File: src/rtl/core/dihp_pkg.sv
`default_nettype none

package dihp_pkg;

	// Header geometry.
	localparam int TRACK_ENTRIES = 164;
	localparam int NAME_BYTES    = 26;
	localparam int HEADER_FIXED  = NAME_BYTES + 6;
	localparam int HEADER_MIN    = HEADER_FIXED + 4 * TRACK_ENTRIES;

	localparam int POS_W    = $clog2(HEADER_MIN + 1);
	localparam int TRK_W    = 8;
	localparam int CFG_IDX_W = 2;

	localparam logic [7:0]  PROTECT_ON     = 8'h10;
	localparam logic [7:0]  PROTECT_OFF    = 8'h00;
	localparam logic [31:0] SHORTEN_BYTES  = 32'd16;
	localparam logic [7:0]  SHORTEN_TRACKS = 8'd4;

	// Configuration register indexes.
	localparam logic [CFG_IDX_W-1:0] REG_MAX_SIZE = 2'd0;
	localparam logic [CFG_IDX_W-1:0] REG_TYPE_A   = 2'd1;
	localparam logic [CFG_IDX_W-1:0] REG_TYPE_B   = 2'd2;
	localparam logic [CFG_IDX_W-1:0] REG_TYPE_C   = 2'd3;

	// Result kinds.
	localparam logic [2:0] KIND_TRACK       = 3'd0;
	localparam logic [2:0] KIND_ACCEPTED    = 3'd1;
	localparam logic [2:0] KIND_NAME_UNTERM = 3'd2;
	localparam logic [2:0] KIND_BAD_PROTECT = 3'd3;
	localparam logic [2:0] KIND_BAD_TYPE    = 3'd4;
	localparam logic [2:0] KIND_BAD_SIZE    = 3'd5;
	localparam logic [2:0] KIND_BAD_OFFSET  = 3'd6;

	// Depth of the result queue; a power of two.
	localparam int RQ_DEPTH = 8;
	localparam int RQ_PTR_W = $clog2(RQ_DEPTH);

	typedef struct packed {
		logic [2:0]       kind;
		logic [TRK_W-1:0] track_index;
		logic [31:0]      track_size;
		logic             write_protected;
		logic [7:0]       disk_type;
		logic [31:0]      disk_size;
		logic             last;
	} result_t;

	// Results produced by one header byte: zero, one or two words.
	typedef struct packed {
		logic [1:0] count;
		result_t    rec0;
		result_t    rec1;
	} push_t;

endpackage

`default_nettype wire

File: src/rtl/core/disk_image_header_parser_unit.sv
`default_nettype none

// Floppy disk image header parser.
//
// The byte channel (byte_valid, byte_stall, data_byte, first_byte) carries
// one header byte per word; a word with first_byte set starts a new image.
// The result channel (result_valid, result_stall and the result fields)
// carries track size words, then one closing word: header accepted or an
// error code. One byte can produce up to two result words.
// Configuration registers are written through cfg_write, cfg_index and
// cfg_data; the user must do so only while the block is idle (not enforced).
// A byte accepted into the input register is parsed combinationally from
// there, and its results are then written into the result queue, whose
// count drives result_valid.
// Throughput: one byte per cycle while byte_stall is low. The byte is
// parsed in a single pass of compare and subtract logic after its input
// register. Results go through an eight-word queue; byte_stall rises when
// fewer than four queue slots would remain free, which only happens while
// the receiver stalls. Reset clears the parse and waits for a byte marked
// first_byte; the configuration registers return to their default values.
// Bytes arriving with no parse under way are dropped without a result.
module disk_image_header_parser_unit (
	input  wire        clk,
	input  wire        arst_n,
	input  wire        cfg_write,
	input  wire [1:0]  cfg_index,
	input  wire [31:0] cfg_data,
	input  wire        byte_valid,
	output logic       byte_stall,
	input  wire [7:0]  data_byte,
	input  wire        first_byte,
	output logic       result_valid,
	input  wire        result_stall,
	output logic [2:0] kind,
	output logic [7:0] track_index,
	output logic [31:0] track_size,
	output logic       write_protected,
	output logic [7:0] disk_type,
	output logic [31:0] disk_size,
	output logic       last
);
	import dihp_pkg::*;

	logic       valid_s1;
	logic [7:0] data_s1;
	logic       first_s1;
	logic       room;
	push_t      push;
	result_t    head;

	// Input register: a byte is taken whenever the queue has room.
	assign byte_stall = !room;

	always_ff @(posedge clk or negedge arst_n) begin
		if (!arst_n) begin
			valid_s1 <= 1'b0;
		end else begin
			valid_s1 <= byte_valid && !byte_stall;
		end
	end

	always_ff @(posedge clk) begin
		if (byte_valid && !byte_stall) begin
			data_s1  <= data_byte;
			first_s1 <= first_byte;
		end
	end

	dihp_parse u_parse (
		.clk       (clk),
		.arst_n    (arst_n),
		.cfg_write (cfg_write),
		.cfg_index (cfg_index),
		.cfg_data  (cfg_data),
		.valid_s1  (valid_s1),
		.data_s1   (data_s1),
		.first_s1  (first_s1),
		.push      (push)
	);

	dihp_result_queue u_queue (
		.clk          (clk),
		.arst_n       (arst_n),
		.push         (push),
		.room         (room),
		.result_valid (result_valid),
		.result_stall (result_stall),
		.head         (head)
	);

	assign kind            = head.kind;
	assign track_index     = head.track_index;
	assign track_size      = head.track_size;
	assign write_protected = head.write_protected;
	assign disk_type       = head.disk_type;
	assign disk_size       = head.disk_size;
	assign last            = head.last;

endmodule

`default_nettype wire

File: src/rtl/core/dihp_parse.sv
`default_nettype none

module dihp_parse (
	input  wire                               clk,
	input  wire                               arst_n,
	input  wire                               cfg_write,
	input  wire [dihp_pkg::CFG_IDX_W-1:0]     cfg_index,
	input  wire [31:0]                        cfg_data,
	input  wire                               valid_s1,
	input  wire [7:0]                         data_s1,
	input  wire                               first_s1,
	output dihp_pkg::push_t                   push
);
	import dihp_pkg::*;

	localparam logic [POS_W-1:0] NAME_LAST_POS = POS_W'(NAME_BYTES - 1);
	localparam logic [POS_W-1:0] PROTECT_POS   = POS_W'(NAME_BYTES);
	localparam logic [POS_W-1:0] TYPE_POS      = POS_W'(NAME_BYTES + 1);
	localparam logic [POS_W-1:0] FIXED_POS     = POS_W'(HEADER_FIXED);
	localparam logic [POS_W-1:0] SIZE_LAST_POS = POS_W'(HEADER_FIXED - 1);
	localparam logic [31:0]      MIN_SIZE      = 32'(HEADER_MIN);
	localparam logic [TRK_W-1:0] ENTRIES_INIT  = TRK_W'(TRACK_ENTRIES);
	localparam logic [TRK_W-1:0] TRK_LAST      = TRK_W'(TRACK_ENTRIES - 1);

	// Configuration registers.
	logic [31:0] max_size_q;
	logic [7:0]  type_a_q, type_b_q, type_c_q;

	// Parse state.
	logic [POS_W-1:0] pos_q, pos_d;
	logic             name_term_q, name_term_d;
	logic             finished_q, finished_d;
	logic [31:0]      gather_q, gather_d;
	logic [31:0]      size_q, size_d;
	logic [31:0]      rmin_q, rmin_d;
	logic [TRK_W-1:0] prev_trk_q, prev_trk_d;
	logic             prev_valid_q, prev_valid_d;
	logic [TRK_W-1:0] entries_q, entries_d;
	logic             protect_q, protect_d;
	logic [7:0]       type_q, type_d;

	// State as seen by the current byte: a first byte sees a cleared parse.
	logic [POS_W-1:0] cur_pos;
	logic             cur_name_term;
	logic [31:0]      cur_gather, cur_size, cur_rmin;
	logic [TRK_W-1:0] cur_prev_trk, cur_entries;
	logic             cur_prev_valid, cur_protect;
	logic [7:0]       cur_type;

	assign cur_pos        = first_s1 ? '0 : pos_q;
	assign cur_name_term  = first_s1 ? 1'b0 : name_term_q;
	assign cur_gather     = first_s1 ? '0 : gather_q;
	assign cur_size       = first_s1 ? '0 : size_q;
	assign cur_rmin       = first_s1 ? MIN_SIZE : rmin_q;
	assign cur_prev_trk   = first_s1 ? '0 : prev_trk_q;
	assign cur_entries    = first_s1 ? ENTRIES_INIT : entries_q;
	assign cur_prev_valid = first_s1 ? 1'b0 : prev_valid_q;
	assign cur_protect    = first_s1 ? 1'b0 : protect_q;
	assign cur_type       = first_s1 ? '0 : type_q;

	logic             work;
	logic [31:0]      gather_next;
	logic [POS_W-1:0] rel;
	logic [TRK_W-1:0] trk;
	logic             trk_final;
	logic [31:0]      off_raw, off;
	logic             off_small, shorten;
	logic [31:0]      prev_size;

	assign work        = valid_s1 && (first_s1 || !finished_q);
	assign gather_next = {data_s1, cur_gather[31:8]};
	assign rel         = cur_pos - FIXED_POS;
	assign trk         = rel[TRK_W+1:2];
	assign trk_final   = (trk == TRK_LAST);
	assign off_raw     = (trk < cur_entries) ? gather_next : 32'd0;
	assign off         = (off_raw > cur_size) ? 32'd0 : off_raw;
	assign off_small   = (off < cur_rmin);
	assign shorten     = !cur_prev_valid && (off == cur_rmin - SHORTEN_BYTES);
	assign prev_size   = off - cur_rmin;

	logic             fail_en;
	logic [2:0]       fail_kind;
	logic             track_en;
	logic [TRK_W-1:0] track_idx;
	logic [31:0]      track_len;
	logic             finish_en;
	logic [31:0]      finish_len;

	always_comb begin
		pos_d        = pos_q;
		name_term_d  = name_term_q;
		finished_d   = finished_q;
		gather_d     = gather_q;
		size_d       = size_q;
		rmin_d       = rmin_q;
		prev_trk_d   = prev_trk_q;
		prev_valid_d = prev_valid_q;
		entries_d    = entries_q;
		protect_d    = protect_q;
		type_d       = type_q;
		fail_en      = 1'b0;
		fail_kind    = KIND_BAD_OFFSET;
		track_en     = 1'b0;
		track_idx    = '0;
		track_len    = '0;
		finish_en    = 1'b0;
		if (work) begin
			pos_d        = cur_pos + 1'b1;
			name_term_d  = cur_name_term;
			finished_d   = 1'b0;
			gather_d     = cur_gather;
			size_d       = cur_size;
			rmin_d       = cur_rmin;
			prev_trk_d   = cur_prev_trk;
			prev_valid_d = cur_prev_valid;
			entries_d    = cur_entries;
			protect_d    = cur_protect;
			type_d       = cur_type;
			if (cur_pos < PROTECT_POS) begin
				if (data_s1 == 8'd0) begin
					name_term_d = 1'b1;
				end
				if (cur_pos == NAME_LAST_POS && !name_term_d) begin
					fail_en   = 1'b1;
					fail_kind = KIND_NAME_UNTERM;
				end
			end else if (cur_pos == PROTECT_POS) begin
				if (data_s1 != PROTECT_OFF && data_s1 != PROTECT_ON) begin
					fail_en   = 1'b1;
					fail_kind = KIND_BAD_PROTECT;
				end else begin
					protect_d = (data_s1 == PROTECT_ON);
				end
			end else if (cur_pos == TYPE_POS) begin
				type_d = data_s1;
				if (data_s1 != type_a_q && data_s1 != type_b_q && data_s1 != type_c_q) begin
					fail_en   = 1'b1;
					fail_kind = KIND_BAD_TYPE;
				end
			end else begin
				gather_d = gather_next;
				if (cur_pos < FIXED_POS) begin
					if (cur_pos == SIZE_LAST_POS) begin
						size_d = gather_next;
						if (gather_next > max_size_q || gather_next < MIN_SIZE) begin
							fail_en   = 1'b1;
							fail_kind = KIND_BAD_SIZE;
						end
					end
				end else if (rel[1:0] == 2'b11) begin
					// A whole offset table entry has been gathered.
					if (off == 32'd0) begin
						track_en  = 1'b1;
						track_idx = trk;
						finish_en = trk_final;
					end else if (off_small && !shorten) begin
						fail_en   = 1'b1;
						fail_kind = KIND_BAD_OFFSET;
					end else begin
						if (off_small) begin
							entries_d = cur_entries - SHORTEN_TRACKS;
						end
						if (cur_prev_valid) begin
							track_en  = 1'b1;
							track_idx = cur_prev_trk;
							track_len = prev_size;
						end
						prev_trk_d   = trk;
						prev_valid_d = 1'b1;
						rmin_d       = off;
						finish_en    = trk_final;
					end
				end
			end
			if (fail_en || finish_en) begin
				finished_d = 1'b1;
			end
		end
	end

	// The closing record carries the size of the last nonzero track.
	assign finish_len = size_d - rmin_d;

	function automatic result_t make_rec(
		input logic [2:0]       kind,
		input logic [TRK_W-1:0] idx,
		input logic [31:0]      len,
		input logic             last,
		input logic             prot,
		input logic [7:0]       dtype,
		input logic [31:0]      dsize
	);
		result_t r;
		r.kind            = kind;
		r.track_index     = idx;
		r.track_size      = len;
		r.write_protected = prot;
		r.disk_type       = dtype;
		r.disk_size       = dsize;
		r.last            = last;
		return r;
	endfunction

	result_t fail_rec, track_rec, finish_rec;

	assign fail_rec   = make_rec(fail_kind, '0, '0, 1'b1, protect_d, type_d, size_d);
	assign track_rec  = make_rec(KIND_TRACK, track_idx, track_len, 1'b0,
		protect_d, type_d, size_d);
	assign finish_rec = prev_valid_d
		? make_rec(KIND_ACCEPTED, prev_trk_d, finish_len, 1'b1, protect_d, type_d, size_d)
		: make_rec(KIND_ACCEPTED, '0, '0, 1'b1, protect_d, type_d, size_d);

	always_comb begin
		push.count = 2'd0;
		push.rec0  = track_rec;
		push.rec1  = finish_rec;
		if (fail_en) begin
			push.count = 2'd1;
			push.rec0  = fail_rec;
		end else if (track_en) begin
			push.count = finish_en ? 2'd2 : 2'd1;
		end else if (finish_en) begin
			push.count = 2'd1;
			push.rec0  = finish_rec;
		end
	end

	always_ff @(posedge clk or negedge arst_n) begin
		if (!arst_n) begin
			max_size_q <= 32'hFFFF_FFFF;
			type_a_q   <= 8'h00;
			type_b_q   <= 8'h10;
			type_c_q   <= 8'h20;
		end else if (cfg_write) begin
			unique case (cfg_index)
				REG_MAX_SIZE: max_size_q <= cfg_data;
				REG_TYPE_A:   type_a_q   <= cfg_data[7:0];
				REG_TYPE_B:   type_b_q   <= cfg_data[7:0];
				REG_TYPE_C:   type_c_q   <= cfg_data[7:0];
				default:      max_size_q <= max_size_q;
			endcase
		end
	end

	always_ff @(posedge clk or negedge arst_n) begin
		if (!arst_n) begin
			pos_q        <= '0;
			name_term_q  <= 1'b0;
			finished_q   <= 1'b1;
			gather_q     <= '0;
			size_q       <= '0;
			rmin_q       <= MIN_SIZE;
			prev_trk_q   <= '0;
			prev_valid_q <= 1'b0;
			entries_q    <= ENTRIES_INIT;
			protect_q    <= 1'b0;
			type_q       <= '0;
		end else begin
			pos_q        <= pos_d;
			name_term_q  <= name_term_d;
			finished_q   <= finished_d;
			gather_q     <= gather_d;
			size_q       <= size_d;
			rmin_q       <= rmin_d;
			prev_trk_q   <= prev_trk_d;
			prev_valid_q <= prev_valid_d;
			entries_q    <= entries_d;
			protect_q    <= protect_d;
			type_q       <= type_d;
		end
	end

	// Of two words pushed together, only the second can close an image.
	a_pair_order: assert property (@(posedge clk) disable iff (!arst_n)
		push.count == 2'd2 |-> push.rec1.last && !push.rec0.last)
		else $error("two-word push out of order");

	// Once the closing word is pushed, the parse stops.
	a_last_ends: assert property (@(posedge clk) disable iff (!arst_n)
		(push.count == 2'd1 && push.rec0.last) || push.count == 2'd2 |=> finished_q)
		else $error("parse continued after its last word");

	// A finished parse ignores bytes until the next first byte.
	a_idle_silent: assert property (@(posedge clk) disable iff (!arst_n)
		finished_q && valid_s1 && !first_s1 |-> push.count == 2'd0)
		else $error("word produced while idle");

endmodule

`default_nettype wire

File: src/rtl/core/dihp_result_queue.sv
`default_nettype none

module dihp_result_queue (
	input  wire                 clk,
	input  wire                 arst_n,
	input  dihp_pkg::push_t     push,
	output logic                room,
	output logic                result_valid,
	input  wire                 result_stall,
	output dihp_pkg::result_t   head
);
	import dihp_pkg::*;

	localparam logic [RQ_PTR_W:0] DEPTH_C = (RQ_PTR_W + 1)'(RQ_DEPTH);
	// Room for two words in flight plus two from a new byte.
	localparam logic [RQ_PTR_W:0] ROOM_LIMIT = (RQ_PTR_W + 1)'(RQ_DEPTH - 4);

	result_t             mem_q [RQ_DEPTH];
	logic [RQ_PTR_W-1:0] wr_ptr_q, rd_ptr_q, wr_ptr_1;
	logic [RQ_PTR_W:0]   count_q;
	logic                pop;

	assign pop          = result_valid && !result_stall;
	assign result_valid = (count_q != '0);
	assign head         = mem_q[rd_ptr_q];
	assign room         = (count_q <= ROOM_LIMIT);
	assign wr_ptr_1     = wr_ptr_q + 1'b1;

	always_ff @(posedge clk) begin
		if (push.count != 2'd0) begin
			mem_q[wr_ptr_q] <= push.rec0;
		end
		if (push.count == 2'd2) begin
			mem_q[wr_ptr_1] <= push.rec1;
		end
	end

	always_ff @(posedge clk or negedge arst_n) begin
		if (!arst_n) begin
			wr_ptr_q <= '0;
			rd_ptr_q <= '0;
			count_q  <= '0;
		end else begin
			wr_ptr_q <= wr_ptr_q + RQ_PTR_W'(push.count);
			rd_ptr_q <= rd_ptr_q + RQ_PTR_W'(pop);
			count_q  <= count_q + (RQ_PTR_W + 1)'(push.count) - (RQ_PTR_W + 1)'(pop);
		end
	end

	a_no_overflow: assert property (@(posedge clk) disable iff (!arst_n)
		count_q + (RQ_PTR_W + 1)'(push.count) <= DEPTH_C)
		else $error("result queue overflow");

endmodule

`default_nettype wire
File: config.mk
export PLATFORM = sky130hd
export DESIGN_NAME = disk_image_header_parser_unit
export DESIGN_NICKNAME = d
export VERILOG_FILES = /design/src/rtl/core/dihp_pkg.sv /design/src/rtl/core/disk_image_header_parser_unit.sv /design/src/rtl/core/dihp_parse.sv /design/src/rtl/core/dihp_result_queue.sv
export SDC_FILE = /design/constraint.sdc
export NUM_CORES = 2
export LEC_CHECK = 0
export BUFFER_PORTS_ARGS = -buffer_cell sky130_fd_sc_hd__buf_2
export CORE_ASPECT_RATIO = 1.75
export CORE_UTILIZATION = 46
export CTS_CLUSTER_DIAMETER = 150
export DETAILED_ROUTE_END_ITERATION = 10
export PLACE_DENSITY = 0.6
export SLEW_MARGIN = 20
export SYNTH_ARGS = -nofsm -noshare
export SYNTH_HDL_FRONTEND = slang
export SYNTH_SLANG_ARGS = --single-unit
File: constraint.sdc
create_clock -name clk -period 20.8 [get_ports clk]
set_input_delay 0 -clock clk [delete_from_list [all_inputs] [get_ports clk]]
set_output_delay 0 -clock clk [all_outputs]
set_load 0.01 [all_outputs]
* Word level (Yosys, flattened, before mapping)
Memories as Yosys holds them, arrays and structs flattened.
Cells that the tools add are included.
Widths: inputs -> output; s select.
** Storage, ports and cells
- Memories kept :: 1
- Register bits :: 210
- Bits in writable memories :: 680
- Output and inout bits :: 87
** Operators by class
- Add/subtract/negate cells :: 11
- Reductions and logical operators :: 28
- Order comparisons :: 8
- Multiplexer cells :: 136
- Equal/unequal tests :: 16
** Memory list
- u_queue.mem_q :: words 8, width 85, read ports 1, clocked after Yosys merged registers in 0, write ports 2, RTL line dihp_result_queue.sv:18 : result_t mem_q [RQ_DEPTH];
** Operator list (count)
- $mux 32 :: 31
- $mux 8 :: 32
- $mux 87 :: 1
- $mux 86 :: 1
- $mux 85 :: 1
- $mux 82 :: 1
- $gt 32x32->1 :: 2
- $sub 32x32->32 :: 2
- $mux 1 :: 56
- $eq 10x5->1 const B :: 4
- $eq 32x32->1 :: 1
- $logic_not 32->1 :: 1
- $lt 32x10->1 const B :: 1
- $lt 32x32->1 :: 1
- $sub 32x5->32 const B :: 1
- $mux 3 :: 8
- $ne 8x8->1 :: 3
- $add 10x1->10 const B :: 1
- $lt 10x5->1 const B :: 1
- $lt 10x6->1 const B :: 1
- $mux 10 :: 1
- $sub 10x6->10 const B :: 1
- $logic_and 1x1->1 :: 9
- $eq 2x2->1 const B :: 4
- other kinds (21) :: 34

* Depth between registers and ports, before layout
- Depth in word-level cells :: 26
- Depth in mapped cells :: 58
- Mapped depth without buffers :: 49

* Modules after synthesis
Synthesis repeated with hierarchy kept, for this count alone.
** Second synthesis, totals
- Cells, all modules :: 3775
- Area total of the unflattened synthesis :: 50628.6 sq um
** Modules (own cells, without submodules)
- dihp_result_queue :: area an instance 34361.7 sq um, seq. area each 20669.8 sq um, cells an instance 1810, times used 1
- dihp_parse :: area an instance 15961.6 sq um, seq. area each 4606.9 sq um, cells an instance 1953, times used 1
- disk_image_header_parser_unit :: area an instance 305.3 sq um, seq. area each 295.3 sq um, cells an instance 12, times used 1

* Least setup slack after synthesis
OpenSTA, ideal clock, no wires.
- Kind :: register to register
- Start point :: register first_s1
- End point :: memory u_queue.mem_q[0][72] (netlist bit) (data pin)
- Setup time :: 0.268 ns
- Stages on the path, launching flop included :: 53
- Arrival time :: 12.248 ns
- Clock period less this slack :: 12.517 ns
- Setup slack :: 8.283 ns
- Cell sequence :: edfxtp_1 -> buf_2 -> buf_1 -> buf_1 -> buf_1 -> clkbuf_1 -> clkbuf_1 -> buf_1 -> nor2_1 -> ha_1 -> o211ai_1 -> nor3_1 -> o22a_1 -> clkbuf_1 -> clkbuf_1 -> nor2_1 -> ha_1 -> nand4_1 -> [17 not listed] -> buf_6 -> buf_2 -> buf_1 -> buf_1 -> a22oi_1 -> ha_1 -> a21o_1 -> a21o_1 -> a21o_1 -> a21o_1 -> or2_2 -> maj3_1 -> a21boi_1 -> a22oi_2 -> o21ai_1 -> or4_1 -> nand4_1 -> o22ai_1
** RTL lines
- start, declared :: RTL line disk_image_header_parser_unit.sv:46 : logic first_s1;
- start signal, assigned :: RTL line disk_image_header_parser_unit.sv:65 : first_s1 <= first_byte;
- end, declared :: RTL line dihp_result_queue.sv:18

==> metrics.log <==
INFO  metric power.total = approximately 4.4 mW
INFO  metric drt_drc_violations_left = 0
INFO  metric placed_area = approximately 49000 um^2
INFO  metric fp.coreArea = between 100000 and 150000 um^2
INFO  metric cts.htree.levels = 3
INFO  metric register_area = about 25000 um^2
INFO  metric flow.area_growth_from_synthesis = 12.5%
INFO  metric tightestPinTransition = 1.30 ns
INFO  metric tritoncts = built
INFO  metric initialDrtViolationCount = about 3.7k
INFO  metric timing.critical_path.to_type = flip-flop
INFO  metric dp_hpwl = ~100000 um
INFO  metric r2r_path_start = first_s1
INFO  metric period_needed = ~14 ns
INFO  metric number_of_global_route_vias_before_repair = about 35k
INFO  metric postCtsHoldBufs = roughly 110
INFO  metric finalHoldViolCount = 0
INFO  metric num_io_pins = about 140
INFO  metric globalRouteTotalUtil = 31.3%
INFO  metric globalRoute.totalOverflow = 0
INFO  metric timing.critical_path.from_type = flip-flop
INFO  metric worstSetupStartpoint = first_s1
INFO  metric cts_root_buffer = sky130_fd_sc_hd__clkbuf_16
INFO  metric clock-sinks = roughly 880
INFO  metric critical_path_arrival = around 15 ns
INFO  metric synth_area = ~47000 um^2
INFO  metric wl_per_cell = just under 30 um
INFO  metric number_of_synthesized_flops_with_an_enable_pin = about 660
INFO  metric whs = 0.0314 ns
INFO  metric fillCellCount = about 8.9k
INFO  metric finish.instance_area = roughly 52000 um^2
INFO  metric net_total_in_the_final_layout = about 4.4k
INFO  metric gp_routability_congestion = 0.996
INFO  metric ys_types = 110
INFO  metric timing.final.max_slew_violations = 0
INFO  metric synth.net_count = between 4k and 5k
INFO  metric die-area = 103000 um^2
INFO  metric synth_ff_type = sky130_fd_sc_hd__edfxtp_1
INFO  metric multi_input_area = between 15000 and 20000 um^2
INFO  metric path_clk_slew = ~0.07 ns
INFO  metric synthArstFlopShare = ~22%
INFO  metric grt_max_degree = 82
INFO  metric std_cell_rows = roughly 150
INFO  metric timing.hold.worst.class = input port to flip-flop
INFO  metric detail-route-antenna-nets = 0
INFO  metric grt_antenna_before_repair = 3
INFO  metric initial_utilization = between 40% and 50%
INFO  metric hold_start = cfg_index[1]
INFO  metric vias_per_inst = between 6 and 7
INFO  metric drive_above_1_share = a little under a fifth
INFO  metric clkLatencyLatePin = 0.72 ns
INFO  metric postcts_setup_bufs = 0
INFO  metric yosysSeqAreaShare = 54.2%
INFO  metric firstDrtPassIters = 6
INFO  metric ir_drop = around 0.071 mV
INFO  metric rsz0062_at_grt = no
INFO  metric first_pass_grt_wire_length = around 230000 um
INFO  metric static-leakage-power = around 17 nW
INFO  metric report.final.setup_viol = 0
INFO  metric cp_slowest_cell = sky130_fd_sc_hd__a311oi_1
INFO  metric synth_cells = approximately 4k
INFO  metric status = complete, no violations
INFO  metric fin_setup_tns = 0 ns
INFO  metric crit_path_required_time = around 21 ns
INFO  metric slew-limit-headroom = between 10% and 20%
INFO  metric routed-via-count = roughly 35k
INFO  metric ys_ff_latch = ~900
INFO  metric drv_cap = 0
INFO  metric cts_buffers = 83
INFO  metric post_synth.cell_area_avg = 11.7 um^2
INFO  metric numPortBuffers = roughly 130
INFO  metric ctsResizeCount = 0
INFO  metric finalWirelength = 161000 um
INFO  metric finClkSkew = 0.0476 ns
INFO  metric die_height = approximately 420 um
INFO  metric max_stage_delay = 0.70 ns
INFO  metric cts_buffer_depth = 3
INFO  metric path_common_cell = sky130_fd_sc_hd__buf_4
INFO  metric setup.worst_path.class = flip-flop to flip-flop
INFO  metric fp.dieW = 243 um
INFO  metric crit_fanout = 57
INFO  metric power.density_cell_area = around 85 nW/um^2
INFO  metric final.period_utilization = slightly below 70%
INFO  metric fmax = slightly above 0.07 GHz
INFO  metric yosys_warnings = 0
-- state kept, by name, indices dropped and copies added, names as in the netlist --
register              flops
u_queue.count_q           4
u_parse.rmin_q           32
u_parse.type_c_q          8
u_parse.entries_q         8
u_parse.type_a_q          8
u_parse.protect_q         1
u_parse.type_q            8
data_s1                   8
u_queue.rd_ptr_q          3
valid_s1                  1
u_queue.mem_q           680
u_parse.pos_q            10
u_parse.size_q           32
u_queue.wr_ptr_q          3
u_parse.prev_valid_q      1
u_parse.finished_q        1
first_s1                  1
u_parse.type_b_q          8
u_parse.gather_q         24
u_parse.max_size_q       32
u_parse.name_term_q       1
u_parse.prev_trk_q        8
-- per-layer routing --
layer	share of wire, %	track usage, %	vias to the layer above
li1	-	-	15300
met1	36	36.6	17500
met2	49	53.4	1729
met3	7.2	4.66	414
met4	6.9	20.6	0
met5	0	0	-
-- cells in the mapped netlist, types with 7 or more instances --
| library cell | n | share of area, % |
|---|---|---|
| sky130_fd_sc_hd__nand3_1 | 45 | 0.48 |
| sky130_fd_sc_hd__ha_1 | 149 | 4.0 |
| sky130_fd_sc_hd__o211ai_1 | 25 | 0.40 |
| sky130_fd_sc_hd__a31o_1 | 7 | 0.13 |
| sky130_fd_sc_hd__a21o_1 | 41 | 0.66 |
| sky130_fd_sc_hd__or4_1 | 8 | 0.13 |
| sky130_fd_sc_hd__mux2i_1 | 8 | 0.17 |
| sky130_fd_sc_hd__nand2_1 | 367 | 3.0 |
| sky130_fd_sc_hd__o21ai_1 | 13 | 0.14 |
| sky130_fd_sc_hd__inv_1 | 180 | 1.5 |
| sky130_fd_sc_hd__mux2_2 | 112 | 2.7 |
| sky130_fd_sc_hd__buf_2 | 78 | 0.84 |
| sky130_fd_sc_hd__and2_1 | 34 | 0.46 |
| sky130_fd_sc_hd__dfstp_2 | 42 | 2.4 |
| sky130_fd_sc_hd__nand4_1 | 34 | 0.46 |
| sky130_fd_sc_hd__nor2b_1 | 33 | 0.44 |
| sky130_fd_sc_hd__nor3b_1 | 7 | 0.11 |
| sky130_fd_sc_hd__a211oi_1 | 10 | 0.16 |
| sky130_fd_sc_hd__or3_1 | 23 | 0.31 |
| sky130_fd_sc_hd__buf_1 | 47 | 0.38 |
| sky130_fd_sc_hd__and3_1 | 11 | 0.15 |
| sky130_fd_sc_hd__a21oi_1 | 155 | 1.7 |
| sky130_fd_sc_hd__clkbuf_1 | 128 | 1.0 |
| sky130_fd_sc_hd__dfrtp_1 | 151 | 8.1 |
| sky130_fd_sc_hd__edfxtp_1 | 657 | 42 |
| sky130_fd_sc_hd__nor2_1 | 496 | 4.0 |
| sky130_fd_sc_hd__nor3_1 | 35 | 0.38 |
| sky130_fd_sc_hd__and4_1 | 8 | 0.15 |
| sky130_fd_sc_hd__o22ai_1 | 292 | 3.9 |
| sky130_fd_sc_hd__mux4_2 | 170 | 8.2 |
| sky130_fd_sc_hd__xor2_1 | 53 | 1.0 |
| sky130_fd_sc_hd__a22o_1 | 11 | 0.21 |
| sky130_fd_sc_hd__nand2b_1 | 31 | 0.42 |
| sky130_fd_sc_hd__dfxtp_1 | 32 | 1.4 |
| sky130_fd_sc_hd__o21ai_0 | 147 | 1.6 |
| sky130_fd_sc_hd__a22oi_1 | 40 | 0.64 |
| sky130_fd_sc_hd__xnor2_1 | 52 | 0.98 |
| sky130_fd_sc_hd__o31ai_1 | 10 | 0.16 |
| sky130_fd_sc_hd__o22ai_2 | 7 | 0.19 |
| sky130_fd_sc_hd__nor4_1 | 23 | 0.31 |
| sky130_fd_sc_hd__o21bai_1 | 11 | 0.18 |
| sky130_fd_sc_hd__o21a_1 | 42 | 0.68 |
-- cells in the final DEF (no fill, tap or decap), drive strengths merged, types with 25 or more instances in the layout --
master         n
nor3          36
nand2        367
dlygate4sd3  107
edfxtp       657
dfstp         42
dfxtp         32
nand4         34
clkbuf       107
o21a          42
nor4          25
mux2         116
a21o          41
buf          223
mux4         170
and2          34
clkinv        33
a21oi        159
ha           149
xnor2         54
nand3         46
o21ai        162
a22oi         41
nor2         498
xor2          53
nor2b         33
dfrtp        151
o22ai        299
o211ai        25
inv          188
nand2b        31
-- stage by stage --
stage | setup slack, ns | cells | util [%]
global placement | 7.18 | 5279 | 48.3
CTS | 6.87 | 5542 | 52.0
finish | 6.70 | 5546 | 52.1
global route | 5.97 | 5545 | 52.1
floorplan | 8.28 | 3988 | -
detailed placement | 6.90 | 5280 | 48.3
-- critical path: cells and delay by family (launching register included) --
family	cells	cell delay, ns
AOI/OAI and AO/OA	23	6.43
buffers and inverters	7	2.21
muxes	1	0.15
xor gates and xnor gates	1	0.58
DFF	1	0.36
adders and majority gates	4	1.11
and+or+nand+nor	12	2.88
-- logic make-up after synthesis --
logic type	after synthesis	share of synthesized area (%)
buffers and inverters	440	3.82
DFF	882	54.2
and+or+nand+nor	1194	11.5
adders and majority gates	154	4.20
AOI/OAI and AO/OA	915	12.9
muxes	294	11.2
xor gates and xnor gates	109	2.14
-- power by group --
group	switching, mW	internal (mW)	total [mW]	leakage (nW)
sequential	0.0690	1.92	1.99	7.66
combinational	0.512	0.418	0.930	8.25
clock	0.716	0.817	1.53	1.29
total	1.30	3.15	4.45	17.2
-- layout make-up --
| cell class | count | share of cell area [%] |
|---|---|---|
| Timing Repair Buffer | 333 | 4.72 |
| Clock inverter | 50 | 0.905 |
| Clock buffer | 104 | 4.15 |
| Multi-Input combinational cell | 2666 | 37.5 |
| Tap cell | 1326 | 3.17 |
| Inverter | 183 | 1.35 |
| Antenna cell | 2 | 0.00956 |
| Sequential cell | 882 | 48.2 |
-- final timing paths --
| kind | slack (ns) | cells past startpoint | to |
|---|---|---|---|
| worst max-delay path | 6.70 | 48 | u_queue.mem_q[1][69] |
| worst min-delay path | 0.03 | 4 | u_parse.max_size_q[2] |
| worst max register to register | 6.70 | 48 | u_queue.mem_q[1][69] |
| worst min register to register | 0.45 | 2 | u_queue.mem_q[6][84] |
| max in group asynchronous | 19.09 | 4 | u_parse.type_q[6] |
| min in group asynchronous | 0.50 | 3 | u_parse.rmin_q[15] |
Note: power is estimated with default switching activity, not from simulation.
